===== src/hw/rtl/base32_crc16_key_decoder_unit_defines.svh =====
// Assertion macros shared by the key decoder RTL.
// Included by files that carry concurrent checks; needs no package.
`ifndef BASE32_CRC16_KEY_DECODER_UNIT_DEFINES_SVH
`define BASE32_CRC16_KEY_DECODER_UNIT_DEFINES_SVH
`ifndef SYNTHESIS
`define B32CRC_ASSERT(lbl, ck, rs, prop, msg) \
  lbl: assert property (@(posedge ck) disable iff (rs) prop) else $error(msg);
`define B32CRC_NEVER(lbl, ck, rs, expr, msg) \
  lbl: assert property (@(posedge ck) disable iff (rs) !(expr)) else $error(msg);
`else
`define B32CRC_ASSERT(lbl, ck, rs, prop, msg)
`define B32CRC_NEVER(lbl, ck, rs, expr, msg)
`endif
`endif


===== src/hw/rtl/b32crc_pkg.sv =====
// Shared types, constants and helper functions for the key decoder.
// No dependencies; imported by the core, the result queue and the top level.
`timescale 1ns / 1ps

package b32crc_pkg;

  localparam int unsigned MAX_BYTES_DEFAULT = 128;
  localparam int unsigned RESULT_DEPTH      = 4;

  localparam logic [31:0] VALID_PREFIX_MASK_RESET    = 32'd9494533;
  localparam logic [31:0] SEEDABLE_PREFIX_MASK_RESET = 32'd9461765;

  localparam logic [4:0]  SEED_TAG         = 5'd18;
  localparam int unsigned SEED_FRAME_BYTES = 36;
  localparam logic [15:0] CRC_POLY         = 16'h1021;
  localparam logic [15:0] CRC_INIT         = 16'h0000;

  // Configuration register indexes
  localparam logic REG_VALID_PREFIX_MASK    = 1'b0;
  localparam logic REG_SEEDABLE_PREFIX_MASK = 1'b1;

  // Final status codes
  localparam logic [2:0] ST_OK          = 3'd0;
  localparam logic [2:0] ST_ILLEGAL     = 3'd1;
  localparam logic [2:0] ST_TOO_SHORT   = 3'd2;
  localparam logic [2:0] ST_CRC_FAIL    = 3'd3;
  localparam logic [2:0] ST_SEED_SIZE   = 3'd4;
  localparam logic [2:0] ST_SEED_PREFIX = 3'd5;
  localparam logic [2:0] ST_PREFIX      = 3'd6;
  localparam logic [2:0] ST_TOO_LONG    = 3'd7;

  typedef struct packed {
    logic       is_final;
    logic [7:0] payload_byte;
    logic [2:0] status_code;
    logic [7:0] prefix_value;
    logic       seed_flag;
    logic [7:0] payload_count;
  } result_t;

  // Write flags for the results put into the queue in one cycle
  typedef struct packed {
    logic first;
    logic second;
  } push_t;

  function automatic logic sym_legal(input logic [7:0] c);
    return (c >= 8'h41 && c <= 8'h5A) || (c >= 8'h32 && c <= 8'h37);
  endfunction

  function automatic logic [4:0] sym_value(input logic [7:0] c);
    logic [7:0] v;
    if (c >= 8'h41 && c <= 8'h5A) v = c - 8'h41;
    else                          v = c - 8'h32 + 8'd26;
    return v[4:0];
  endfunction

  // CRC-16/XMODEM, one byte, MSB first
  function automatic logic [15:0] crc_update(input logic [15:0] crc, input logic [7:0] b);
    logic [15:0] c;
    c = crc ^ {b, 8'h00};
    for (int k = 0; k < 8; k++) begin
      if (c[15]) c = {c[14:0], 1'b0} ^ CRC_POLY;
      else       c = {c[14:0], 1'b0};
    end
    return c;
  endfunction

endpackage


===== src/hw/rtl/b32crc_core.sv =====
// Per-character decode step: input register, Base32 unpack, delay line, CRC, status.
// Depends on b32crc_pkg and the assertion macro header.
`timescale 1ns / 1ps
`include "base32_crc16_key_decoder_unit_defines.svh"

module b32crc_core
  import b32crc_pkg::*;
#(
  parameter int unsigned MAX_BYTES = MAX_BYTES_DEFAULT
) (
  input  logic        clk,
  input  logic        rst,
  input  logic [31:0] valid_prefix_mask,
  input  logic [31:0] seedable_prefix_mask,
  input  logic        in_valid,
  output logic        in_ready,
  input  logic [7:0]  char_code,
  input  logic        end_of_string,
  input  logic        room,
  output push_t       push,
  output result_t     res0,
  output result_t     res1
);

  localparam int unsigned CntW = $clog2(MAX_BYTES + 1);

  logic       s1_valid;
  logic [7:0] s1_char;
  logic       s1_eos;
  logic       fire;

  logic [11:0]     bit_buffer, bit_buffer_next;
  logic [2:0]      bits_pending, bits_pending_next;
  logic [CntW-1:0] byte_count, byte_count_next;
  logic [7:0]      tail0, tail0_next, tail1, tail1_next;
  logic [15:0]     crc_register, crc_register_next;
  logic [7:0]      head0, head0_next, head1, head1_next;
  logic [2:0]      error_latch, error_latch_next;
  logic [7:0]      emitted_count, emitted_count_next;

  logic [3:0]  pend_sum;
  logic [7:0]  new_byte;
  logic        emit;
  logic        seed_cur, seed_new;
  logic [4:0]  vt_cur, vt_new;
  logic [7:0]  prefix_cur, prefix_new;
  logic [2:0]  status;
  result_t     pay_res, fin_res;

  assign fire     = s1_valid && room;
  assign in_ready = !s1_valid || fire;

  always_ff @(posedge clk) begin
    if (rst) begin
      s1_valid <= 1'b0;
    end else if (in_ready) begin
      s1_valid <= in_valid;
    end
  end

  always_ff @(posedge clk) begin
    if (in_ready && in_valid) begin
      s1_char <= char_code;
      s1_eos  <= end_of_string;
    end
  end

  assign seed_cur   = (byte_count != '0) && (head0[7:3] == SEED_TAG);
  assign vt_cur     = {head0[2:0], head1[7:6]};
  assign prefix_cur = seed_cur ? {vt_cur, 3'b000} : head0;

  always_comb begin
    bit_buffer_next    = bit_buffer;
    bits_pending_next  = bits_pending;
    byte_count_next    = byte_count;
    tail0_next         = tail0;
    tail1_next         = tail1;
    crc_register_next  = crc_register;
    head0_next         = head0;
    head1_next         = head1;
    error_latch_next   = error_latch;
    emitted_count_next = emitted_count;
    emit               = 1'b0;
    pend_sum           = 4'd0;
    new_byte           = 8'd0;
    if (!sym_legal(s1_char)) begin
      error_latch_next = ST_ILLEGAL;
    end else if (error_latch == ST_OK) begin
      bit_buffer_next = {bit_buffer[6:0], sym_value(s1_char)};
      pend_sum        = {1'b0, bits_pending} + 4'd5;
      if (pend_sum >= 4'd8) begin
        bits_pending_next = 3'(pend_sum - 4'd8);
        new_byte          = 8'(bit_buffer_next >> bits_pending_next);
        if (byte_count >= CntW'(MAX_BYTES)) begin
          error_latch_next = ST_TOO_LONG;
        end else begin
          if (byte_count == CntW'(0)) head0_next = new_byte;
          if (byte_count == CntW'(1)) head1_next = new_byte;
          if (byte_count >= CntW'(2)) begin
            crc_register_next = crc_update(crc_register, tail0);
            // payload starts at raw byte 2 in seed frames, raw byte 1 otherwise
            if (byte_count >= (seed_cur ? CntW'(4) : CntW'(3))) begin
              emit               = 1'b1;
              emitted_count_next = emitted_count + 8'd1;
            end
          end
          tail0_next      = tail1;
          tail1_next      = new_byte;
          byte_count_next = byte_count + CntW'(1);
        end
      end else begin
        bits_pending_next = pend_sum[2:0];
      end
    end
  end

  assign seed_new   = (byte_count_next != '0) && (head0_next[7:3] == SEED_TAG);
  assign vt_new     = {head0_next[2:0], head1_next[7:6]};
  assign prefix_new = seed_new ? {vt_new, 3'b000} : head0_next;

  always_comb begin
    if (error_latch_next != ST_OK) begin
      status = error_latch_next;
    end else if (byte_count_next < CntW'(3)) begin
      status = ST_TOO_SHORT;
    end else if ({tail1_next, tail0_next} != crc_register_next) begin
      status = ST_CRC_FAIL;
    end else if (seed_new) begin
      if (byte_count_next != CntW'(SEED_FRAME_BYTES)) status = ST_SEED_SIZE;
      else if (!seedable_prefix_mask[vt_new])        status = ST_SEED_PREFIX;
      else                                            status = ST_OK;
    end else if (head0_next[2:0] != 3'd0 || !valid_prefix_mask[head0_next[7:3]]) begin
      status = ST_PREFIX;
    end else begin
      status = ST_OK;
    end
  end

  always_comb begin
    pay_res               = '0;
    pay_res.payload_byte  = tail0;
    pay_res.prefix_value  = prefix_cur;
    pay_res.seed_flag     = seed_cur;
    pay_res.payload_count = emitted_count_next;

    fin_res               = '0;
    fin_res.is_final      = 1'b1;
    fin_res.status_code   = status;
    fin_res.prefix_value  = prefix_new;
    fin_res.seed_flag     = seed_new;
    fin_res.payload_count = emitted_count_next;

    res0        = emit ? pay_res : fin_res;
    res1        = fin_res;
    push.first  = fire && (emit || s1_eos);
    push.second = fire && emit && s1_eos;
  end

  always_ff @(posedge clk) begin
    if (rst || (fire && s1_eos)) begin
      bit_buffer    <= '0;
      bits_pending  <= '0;
      byte_count    <= '0;
      tail0         <= '0;
      tail1         <= '0;
      crc_register  <= CRC_INIT;
      head0         <= '0;
      head1         <= '0;
      error_latch   <= ST_OK;
      emitted_count <= '0;
    end else if (fire) begin
      bit_buffer    <= bit_buffer_next;
      bits_pending  <= bits_pending_next;
      byte_count    <= byte_count_next;
      tail0         <= tail0_next;
      tail1         <= tail1_next;
      crc_register  <= crc_register_next;
      head0         <= head0_next;
      head1         <= head1_next;
      error_latch   <= error_latch_next;
      emitted_count <= emitted_count_next;
    end
  end

  `B32CRC_ASSERT(a_run_cleared, clk, rst, fire && s1_eos |=> byte_count == '0 && error_latch == ST_OK, "run state not cleared after final status")
  `B32CRC_ASSERT(a_error_sticky, clk, rst, error_latch != ST_OK && !(fire && s1_eos) |=> error_latch != ST_OK, "latched error lost before end of string")
  `B32CRC_NEVER(a_emit_bound, clk, rst, 9'(emitted_count) > 9'(byte_count), "more payload bytes emitted than decoded")

endmodule


===== src/hw/rtl/b32crc_fifo.sv =====
// Small result queue: up to two writes and one read per cycle.
// Depends on b32crc_pkg and the assertion macro header.
`timescale 1ns / 1ps
`include "base32_crc16_key_decoder_unit_defines.svh"

module b32crc_fifo
  import b32crc_pkg::*;
(
  input  logic    clk,
  input  logic    rst,
  input  push_t   push,
  input  result_t din0,
  input  result_t din1,
  output logic    room,
  output logic    out_valid,
  input  logic    out_ready,
  output result_t dout
);

  localparam int unsigned PtrW = $clog2(RESULT_DEPTH);
  localparam int unsigned CntW = $clog2(RESULT_DEPTH + 1);

  result_t         mem [RESULT_DEPTH];
  logic [PtrW-1:0] wr_ptr, rd_ptr;
  logic [CntW-1:0] count, count_next;
  logic            pop;
  logic [1:0]      n_push;

  assign n_push    = {1'b0, push.first} + {1'b0, push.second};
  assign out_valid = (count != '0);
  assign pop       = out_valid && out_ready;
  assign dout      = mem[rd_ptr];
  // leave space for a payload byte plus a final status
  assign room      = (count <= CntW'(RESULT_DEPTH - 2));

  assign count_next = count + CntW'(n_push) - CntW'(pop);

  always_ff @(posedge clk) begin
    if (rst) begin
      wr_ptr <= '0;
      rd_ptr <= '0;
      count  <= '0;
    end else begin
      wr_ptr <= wr_ptr + PtrW'(n_push);
      rd_ptr <= rd_ptr + PtrW'(pop);
      count  <= count_next;
    end
  end

  always_ff @(posedge clk) begin
    if (push.first)  mem[wr_ptr] <= din0;
    if (push.second) mem[wr_ptr + PtrW'(1)] <= din1;
  end

  `B32CRC_NEVER(a_no_overflow, clk, rst, count > CntW'(RESULT_DEPTH), "result queue overflow")
  `B32CRC_NEVER(a_push_order, clk, rst, push.second && !push.first, "second write without first")
  `B32CRC_NEVER(a_push_when_full, clk, rst, push.first && !room, "write into queue without space")

endmodule


===== src/hw/rtl/base32_crc16_key_decoder_unit.sv =====
// Top level of the Base32 key decoder with CRC-16/XMODEM check.
// Instantiates b32crc_core and b32crc_fifo; depends on b32crc_pkg.
`timescale 1ns / 1ps

// Decodes a Base32 key string (A-Z, 2-7, no padding) one character per
// transfer and streams out the confirmed payload bytes, followed by one final
// status result on the character flagged end_of_string. The last two raw
// bytes are the little-endian CRC-16/XMODEM and are held in a two-byte delay
// line, so a payload byte appears only once two newer bytes have arrived.
// Throughput is one character per clock: the decode, delay line, CRC byte
// update and status check all sit in one stage between the input register
// and a four-entry result queue. A character can produce two results (a
// payload byte and the final status); the queue drains one per clock, so the
// input stalls only when the consumer stalls or two results back up. A
// transfer is first captured in the input register; its results are written
// into the queue when that character is taken, which waits for queue room.
// The consumer must discard the payload bytes of a string unless its final
// status is zero. Write the prefix masks only while no string is in flight.
module base32_crc16_key_decoder_unit
  import b32crc_pkg::*;
#(
  parameter int unsigned MAX_BYTES = MAX_BYTES_DEFAULT
) (
  input  logic        clk,
  input  logic        rst,
  // configuration
  input  logic        cfg_write_en,
  input  logic        cfg_index,
  input  logic [31:0] cfg_data,
  // character input
  input  logic        in_valid,
  output logic        in_ready,
  input  logic [7:0]  char_code,
  input  logic        end_of_string,
  // result output
  output logic        out_valid,
  input  logic        out_ready,
  output logic        is_final,
  output logic [7:0]  payload_byte,
  output logic [2:0]  status_code,
  output logic [7:0]  prefix_value,
  output logic        seed_flag,
  output logic [7:0]  payload_count
);

  logic [31:0] valid_prefix_mask;
  logic [31:0] seedable_prefix_mask;
  logic        room;
  push_t       push;
  result_t     res0, res1, head_res;

  // Prefix mask registers; no read-back
  always_ff @(posedge clk) begin
    if (rst) begin
      valid_prefix_mask    <= VALID_PREFIX_MASK_RESET;
      seedable_prefix_mask <= SEEDABLE_PREFIX_MASK_RESET;
    end else if (cfg_write_en) begin
      case (cfg_index)
        REG_VALID_PREFIX_MASK:    valid_prefix_mask    <= cfg_data;
        REG_SEEDABLE_PREFIX_MASK: seedable_prefix_mask <= cfg_data;
        default: ;
      endcase
    end
  end

  // Decode step: registers the character, then updates run state and
  // produces zero, one or two results for the queue at once
  b32crc_core #(
    .MAX_BYTES (MAX_BYTES)
  ) u_core (
    .clk                  (clk),
    .rst                  (rst),
    .valid_prefix_mask    (valid_prefix_mask),
    .seedable_prefix_mask (seedable_prefix_mask),
    .in_valid             (in_valid),
    .in_ready             (in_ready),
    .char_code            (char_code),
    .end_of_string        (end_of_string),
    .room                 (room),
    .push                 (push),
    .res0                 (res0),
    .res1                 (res1)
  );

  // Hold results until the consumer takes them
  b32crc_fifo u_fifo (
    .clk       (clk),
    .rst       (rst),
    .push      (push),
    .din0      (res0),
    .din1      (res1),
    .room      (room),
    .out_valid (out_valid),
    .out_ready (out_ready),
    .dout      (head_res)
  );

  assign is_final      = head_res.is_final;
  assign payload_byte  = head_res.payload_byte;
  assign status_code   = head_res.status_code;
  assign prefix_value  = head_res.prefix_value;
  assign seed_flag     = head_res.seed_flag;
  assign payload_count = head_res.payload_count;

endmodule


===== config.mk =====
export PLATFORM = sky130hd
export DESIGN_NAME = base32_crc16_key_decoder_unit
export DESIGN_NICKNAME = d
export VERILOG_FILES = /design/src/hw/rtl/b32crc_pkg.sv /design/src/hw/rtl/b32crc_core.sv /design/src/hw/rtl/b32crc_fifo.sv /design/src/hw/rtl/base32_crc16_key_decoder_unit.sv
export VERILOG_INCLUDE_DIRS = /design/src /design/src/hw/rtl
export SDC_FILE = /design/constraint.sdc
export NUM_CORES = 1
export LEC_CHECK = 0
export BUFFER_PORTS_ARGS = -buffer_cell sky130_fd_sc_hd__buf_2
export CAP_MARGIN = 20
export CORE_MARGIN = 2
export CORE_UTILIZATION = 60
export CTS_CLUSTER_SIZE = 24
export DETAILED_ROUTE_END_ITERATION = 6
export PLACE_DENSITY = 0.78
export SYNTH_ARGS = -nofsm -noshare
export SYNTH_HDL_FRONTEND = slang
export SYNTH_HIERARCHICAL = 1
export SYNTH_SLANG_ARGS = --single-unit

===== constraint.sdc =====
create_clock -name clk -period 15.2 [get_ports clk]
set_input_delay 0 -clock clk [delete_from_list [all_inputs] [get_ports clk]]
set_output_delay 0 -clock clk [all_outputs]
set_load 0.03 [all_outputs]

Word level (Yosys, flattened, before mapping)
Memory sizes are Yosys's and may differ from the RTL's. A register that Yosys moved wholly into a read port is not among the register bits.
Cells that the tools add are included.
{"block": "word_totals", "ram_bits": 116, "ff_bits": 158, "input_bits": 47, "word_cells": 201, "memories": 1, "output_inout_bits": 31}
{"name": "u_fifo.mem", "depth": 4, "word_bits": 29, "rd": 1, "rd_clocked_by_memory_dff": 1, "write_ports": 2, "line": "b32crc_fifo.sv:23", "rtl": "result_t mem [RESULT_DEPTH];"}
{"block": "op_classes", "add_sub_neg": 13, "n_eq_ne": 5, "n_bitwise": 11, "reduce_logical": 29, "mux": 110, "shift": 1, "magnitude_cmp": 12}
{"op": "2-to-1 mux 16 bit", "n": 40}
{"op": "2-to-1 mux 8 bit", "n": 30}
{"op": "2-to-1 mux 13 bit", "n": 8}
{"op": "2-to-1 mux 3 bit", "n": 13}
{"op": "2-to-1 mux 29 bit", "n": 1}
{"op": "inverter 3 bit", "n": 8}
{"op": "adder 8 x 1 -> 8 bit, second input constant", "n": 2}
{"op": "inequality test 16 bit", "n": 1}
{"op": "nonzero test 8 bit", "n": 2}
{"op": "XOR 16 bit", "n": 1}
{"op": "2-to-1 mux 5 bit", "n": 3}
{"op": "< comparator 5 x 6 -> 1 bit, second input constant", "n": 2}
{"op": "2-to-1 mux 1 bit", "n": 12}
{"op": ">> shifter 12 x 3 -> 8 bit", "n": 1}
{"op": "logical AND 1 bit", "n": 11}
{"op": "binary-select mux 1 bit (select 5 bit)", "n": 2}
{"op": "equality test 5 bit, second input constant", "n": 2}
{"op": "nonzero test 3 bit", "n": 3}
{"op": "equality test 8 x 1 -> 1 bit, second input constant", "n": 1}
{"op": "greater-or-equal comparator 8 x 2 -> 1 bit, second input constant", "n": 1}
{"op": "greater-or-equal comparator 8 x 6 -> 1 bit, second input constant", "n": 1}
{"op": "greater-or-equal comparator 8 x 7 -> 1 bit, second input constant", "n": 1}
{"op": "greater-or-equal comparator 8 bit", "n": 1}
{"op": "greater-or-equal comparator 8 bit, second input constant", "n": 1}
{"op": "other kinds (26)", "n": 33}

Logic depth before layout (Yosys ltp)
Gate-level depths: netlist of run 1.
{"block": "logic_depth", "word_depth": 62, "mapped_depth": 20, "depth_no_buf": 18}

Hierarchy
The synthesis of run 1 kept the hierarchy.
{"mod": "b32crc_core", "seq_area_each_um2": 1711.6, "n_inst": 1, "cells_each": 907, "area_each_um2": 6810.3}
{"mod": "b32crc_fifo", "seq_area_each_um2": 3623.5, "n_inst": 1, "cells_each": 327, "area_each_um2": 6019.5}
{"mod": "base32_crc16_key_decoder_unit", "seq_area_each_um2": 1281.2, "n_inst": 1, "cells_each": 247, "area_each_um2": 2668.8}

Worst setup path before layout of run 1
OpenSTA, ideal clock, no wires.
{"block": "synth_path", "kind": "flip-flop to flip-flop", "start": "reg u_core.byte_count[5]", "end": "mem u_fifo/mem[0][0] (netlist bit) (enable)", "arrival_time_ns": 5.374, "t_required_ns": 14.745, "path_stages_with_launch": 16, "path_buffers": 3, "path_slack_ns": 9.371, "period_less_slack_ns": 5.829, "setup_time_ns": 0.455, "cell_sequence": "dfxtp_1 > clkbuf_1 > nor4_1 > nand3_1 > nand2b_1 > clkbuf_1 > inv_1 > ha_1 > a21boi_0 > o21ai_0 > a21oi_1 > clkbuf_1 > nor2_1 > nor2_1 > nand2b_1 > o21ai_0"}
{"element": "from (decl)", "line": "b32crc_core.sv:34", "rtl": "logic [CntW-1:0] byte_count, byte_count_next;"}
{"element": "from (signal assigned)", "line": "b32crc_core.sv:174", "rtl": "byte_count <= byte_count_next;"}
{"element": "to (decl)", "line": "b32crc_fifo.sv:23"}

==> flow_summary.toml, run 1 <==
[run_status]
status = "complete, no violations"

[sta]
skew_ns = 0.01046
setup_viol = 0
drv_slew = 0
rsz0062_at_grt = "no"
max_freq_mhz = 177.7
setup_ws_ns = 9.571
layout_min_cycle_time_ns = 5.629
period_share_pct = 37.03
final.setup.tns_ns = 0
max-slew-margin-rel_pct = 26.01
hold_viol = 0
tightest_slew_ns = 1.101

[floorplanning]
die_h_um = 164.7
dieWidth_um = 164.7
initial_core_util_pct = 61.37
ios = 78
core_um2 = 25250
die_area_um2 = 27130
rows = 58

[layout]
nets = 1620
instances_no_fill = 1907
final_layout_size_suffix_gt1_share_pct = 20.36
antenna_cells = 0
fin_area_um2 = 17300
area_growth_pct = 11.59

[grt]
grt_max_degree = 82
grt_pass1_wl_mm = 62.74
grt.overflow.total = 0
grt_pass1_vias = 11885
antenna_found_initial = 0
track_usage_pct = 29.27

[worst_setup_path]
cp_slowest_cell = "dfxtp_1"
cp.arrival_ns = 5.93
setup.worst_path.class = "reg2reg"
critical_path.max_fanout = 24
cp_data_required_time_ns = 15.50
cp-start-kind = "flip-flop"
worstPathCellList = "ha_1 -> mux4_2 -> mux2_2 -> nor3_1 -> nand2_1 -> nand2_1 -> a211oi_1 -> or4b_1 -> nand4_1 -> o2111ai_1 -> nand4b_1 -> o21ai_1 -> mux2_2"
slowest_delay_ns = 0.84
endpoint_kind = "flip-flop"

[clock_tree]
clock_latency_ns = 0.55
ctsLongestPathBuffers = 3
cts.htree.levels = 1
cts_sinks = 268
clk_pin_slew_worst_paths_ns = 0.06
root_buffer = "clkbuf_16"
cts_buffers = 28
cts_tree = "built"

[drt]
drt_pass1_iterations = 7
via_per_inst = 6.223
vias = 11867
wl_per_cell_um = 20.65
ant_nets = 0
drc = 0
drtIter0Drc = 1056
wl_mm = 39.38

[min_path]
hold_class = "in2reg"

[logic_synthesis]
synthCells = 1481
ys_seq_area_share_pct = 42.69
yosys-top-cells-count = "dfxtp_1 (143), edfxtp_1 (125), mux2_2 (125)"
synth-main-ff-cell = "dfxtp_1"
synth.distinct_cells = 96
synth.avg_cell_area_um2 = 10.46
yosysTopAreaCell = "edfxtp_1"
synth_most_common_cell = "dfxtp_1"
ys_warn_count = 6
netlist.area_leader.share_pct = 24.22
synth_area_um2 = 15500
synth-edff-count = 125
yosys-top-cells-area = "edfxtp_1 (24%), dfxtp_1 (18%), mux2_2 (9.1%), mux2i_1 (5.9%), mux4_2 (4.7%)"
synthArstFlopShare_pct = 0
synth_seq_cells = 268

[pwr]
power.leakage_nw = 6.382
p_per_area_nw_per_um2 = 103.5
vdd.ir_drop.worst_uv = 136.6
power.total_mw = 1.790

[placement]
globalplace.congestion = 0.9058
dp_slack_ns = 9.678
place_area_um2 = 15850
place_hpwl_mm = 26.45
dp_cells = 1801
io_buffers = 77

[job]
max-cap-violations = 0
what timing repair did:
item	CTS	global route
endpoints found under the hold margin	81	0
setup buffers	0	0
hold buffers	53	0
resized for setup	0	0
layout by cell type, fill, tap and decap left out, drive strengths merged, types with 13 or more instances in the layout:
master,count
nand3,42
xor2,28
buf,96
nor2,112
inv,17
mux2i,91
a211oi,32
nor2b,14
dlygate4sd3,53
or3,13
nor3,23
dfxtp,143
ha,16
edfxtp,125
clkbuf,41
mux2,125
xnor2,46
and3,23
nand2,121
o21ai,53
mux4,32
nand2b,83
a21oi,77
metrics by stage:
step,hold slack (ns),util [%]
floorplan,0.06907,-
global placement,0.1769,62.74
detailed placement,0.1781,62.76
CTS,0.1454,68.33
global route,0.1737,68.48
finish,0.1702,68.48
report_power, final:
part | leakage, nW | internal (mW) | switching, mW
clock | 0.429 | 0.376 | 0.278
sequential | 2.30 | 0.780 | 0.0226
combinational | 3.65 | 0.134 | 0.200
final timing paths:
path	start	to	slack [ns]	cells after the start
max	u_core/bits_pending[0]$_SDFFE_PP0P_	u_fifo/mem[3][19]$_DFFE_PP_	9.57	13
min	char_code[4]	u_core/s1_char[4]$_DFFE_PP_	0.17	2
max reg2reg	u_core/bits_pending[0]$_SDFFE_PP0P_	u_fifo/mem[3][19]$_DFFE_PP_	9.57	13
min reg2reg	valid_prefix_mask[16]$_SDFFE_PP0P_	valid_prefix_mask[16]$_SDFFE_PP0P_	0.48	2
cell families (layout without fill, tap and decap cells):
kind of cell / Yosys count / after routing / synth area share [%]
flip-flops: 268 / 268 / 42.69
AND/OR/NAND/NOR: 485 / 485 / 15.97
other: 2 / 9 / 0.04846
multiplexers: 248 / 248 / 19.61
AO/OA/AOI/OAI: 258 / 258 / 11.29
buffers and inverters: 127 / 216 / 4.489
XOR/XNOR: 76 / 76 / 4.481
adder cells (fa/ha/maj): 17 / 17 / 1.421
registers in the layout, summed over array words and instances (netlist names):
register,cells
u_core/tail1,8
u_fifo/count,3
u_core/bits_pending,3
u_fifo/wr_ptr,2
seedable_prefix_mask,32
u_core/emitted_count,8
u_core/s1_char,8
u_core/bit_buffer,7
u_core/s1_valid,1
u_core/byte_count,8
valid_prefix_mask,32
u_fifo/mem,116
u_core/s1_eos,1
u_core/tail0,8
u_fifo/rd_ptr,2
u_core/error_latch,3
u_core/crc_register,16
u_core/head1,2
u_core/head0,8
metal layers:
layer,GRT usage [%],vias up,routed length [um]
met1,38.23,5731,16420
met2,50.89,488,19430
li1,-,5567,-
met3,4.370,81,2569
met4,8.024,0,960
met5,0,-,0
layout make-up:
type | instances | area (um2)
repair buffers | 149 | 1080
clock inverters | 10 | 87.58
flip-flops and latches | 268 | 6618
inverters | 16 | 60.06
clock buffers | 41 | 789.5
fillers | 1871 | 7959
multi-input cells | 1093 | 8248
well taps | 330 | 412.9
critical path, delay by kind of cell, from the launching register on:
family	cells	cell delay [ns]
AND/OR/NAND/NOR	6	2.13
flip-flops	1	0.84
AO/OA/AOI/OAI	3	0.40
multiplexers	3	1.26
adder cells (fa/ha/maj)	1	0.75
No activity file was read; power rests on OpenSTA's default activity.
==> inputs of run 2 (changes only) <==
--- a/config.mk
+++ b/config.mk
@@ -9,10 +9,10 @@
 export BUFFER_PORTS_ARGS = -buffer_cell sky130_fd_sc_hd__buf_2
 export CAP_MARGIN = 20
 export CORE_MARGIN = 2
-export CORE_UTILIZATION = 60
+export CORE_UTILIZATION = 56
 export CTS_CLUSTER_SIZE = 24
 export DETAILED_ROUTE_END_ITERATION = 6
-export PLACE_DENSITY = 0.78
+export PLACE_DENSITY = 0.77
 export SYNTH_ARGS = -nofsm -noshare
 export SYNTH_HDL_FRONTEND = slang
 export SYNTH_HIERARCHICAL = 1
==> constraint.sdc (replaced) <==
create_clock -name clk -period 4.65 [get_ports clk]
set_input_delay 0 -clock clk [delete_from_list [all_inputs] [get_ports clk]]
set_output_delay 0 -clock clk [all_outputs]
set_load 0.03 [all_outputs]
==> run 2 against run 1 <==
Net effect: design area rose by 3.5%; worst setup slack got worse by 9.4 ns; non-clock buffer count rose by 55; final cell count rose by 5.2%; sequential power rose to 3.3 times the previous value; largest power group unchanged.
==> flow_summary.toml, run 2 (synthesis gave the netlist of run 1 again) <==
[clock_tree]
cts.htree.levels = 1
root_buffer = "clkbuf_16"
cts_sinks = 268
clock_latency_ns = 0.56
ctsLongestPathBuffers = 3
clk_pin_slew_worst_paths_ns = 0.06
cts_buffers = 29
cts_tree = "built"

[layout]
mostFrequentLayoutCell = "dfxtp_1"
fill_cells = 2069
final_cell_mix = "dfxtp_1 (142), mux2_2 (125), edfxtp_1 (125)"
area_growth_pct = 15.53
fin_area_um2 = 17910
largest_register_ffs = 116
instances_no_fill = 2007
fin_util_pct = 66.07
final_layout_size_suffix_gt1_share_pct = 23.98
reg_top3 = "u_fifo/mem: 116 flops, seedable_prefix_mask: 32 flops, valid_prefix_mask: 32 flops"
nets = 1676
antenna_cells = 0
largest-register = "u_fifo/mem"

[placement]
io_buffers = 77
dp_slack_ns = 0.09874
globalplace.congestion = 0.9461
dp_cells = 1901
place_hpwl_mm = 27.17
place_area_um2 = 16340

[drt]
vias = 12034
wl_per_cell_um = 19.56
ant_nets = 0
drt_pass1_iterations = 5
drc = 0
wl_mm = 39.27
via_per_inst = 5.996
drtIter0Drc = 1413

[grt]
grt_pass1_wl_mm = 62.69
antenna_found_initial = 0
grt.overflow.total = 0
grt_pass1_vias = 11829
track_usage_pct = 27.04
grt_max_degree = 61

[min_path]
hold_class = "in2reg"
holdPathStages = 4

[worst_setup_path]
cp_data_required_time_ns = 4.96
critical_path.max_fanout = 9
setup.worst_path.class = "reg2reg"
cp.arrival_ns = 4.83
endpoint_kind = "flip-flop"
cp-start-kind = "flip-flop"
reg2reg_depth = 14
reg2reg_slack_ns = 0.13

[floorplanning]
initial_core_util_pct = 57.19
dieWidth_um = 170.4
rows = 60
ios = 78
die_h_um = 170.4
die_area_um2 = 29020
core_um2 = 27100

[sta]
period_share_pct = 97.10
skew_ns = 0.01345
max_freq_mhz = 221.5
setup_ws_ns = 0.1348
setup_viol = 0
layout_min_cycle_time_ns = 4.515
hold_ws_ns = 0.08062
drv_slew = 0
tightest_slew_ns = 1.112
final.setup.tns_ns = 0
max-slew-margin-rel_pct = 25.68
hold_viol = 0

[run_status]
status = "complete, no violations"

[pwr]
vdd.ir_drop.worst_uv = 284.6
power.total_mw = 6.101
p_per_area_nw_per_um2 = 340.7
power.leakage_nw = 6.723

[job]
max-cap-violations = 0
[run 2: cell type report]
cell class	count	area, um2	share of cell area [%]
flip-flops and latches	268	6618	36.96
clock buffers	46	859.6	4.801
well taps	372	465.4	2.599
multi-input cells	1093	8305	46.38
repair buffers	204	1468	8.197
clock inverters	8	130.1	0.7267
inverters	16	60.06	0.3354
[run 2: worst paths after layout]
path,from,to
worst max-delay path,u_core/bits_pending[0]$_SDFFE_PP0P_,u_fifo/mem[3][19]$_DFFE_PP_
worst min-delay path,rst,valid_prefix_mask[13]$_SDFFE_PP1P_
worst max register to register,u_core/bits_pending[0]$_SDFFE_PP0P_,u_fifo/mem[3][19]$_DFFE_PP_
worst min register to register,u_core/bits_pending[1]$_SDFFE_PP0P_,u_core/bits_pending[1]$_SDFFE_PP0P_
[run 2: layer usage]
layer	vias up	share of wire, %	GRT usage, %
li1	5685	-	-
met1	5827	43	35.76
met2	444	49	47.45
met3	78	6.1	2.953
met4	0	2.3	6.875
met5	-	0	0
[run 2: report_power, final]
group / internal (mW) / leakage [nW] / switching [mW]
clock network: 1.43 / 0.487 / 0.941
registers: 2.55 / 2.30 / 0.101
logic: 0.457 / 3.94 / 0.621
[run 2: worst max-delay path, stage by stage, from the launching register on]
cell and delay, ns:
dfxtp_1 0.32, ha_1 0.46, mux4_2 0.55, mux2_2 0.37
nor3_1 0.31, buf_4 0.20, nand2_1 0.21, nand2_1 0.30
a211oi_1 0.11, or4b_1 0.51, nand4_1 0.15, o2111ai_1 0.17
nand4b_1 0.16, o21ai_1 0.13, mux2_2 0.32
[run 2: timing repair]
action                                 in CTS  in global routing
setup buffers                               0                  1
endpoints found under the hold margin      76                  0
setup endpoints to repair                   0                 47
gates resized for setup                     0                 13
hold buffers                               50                  0
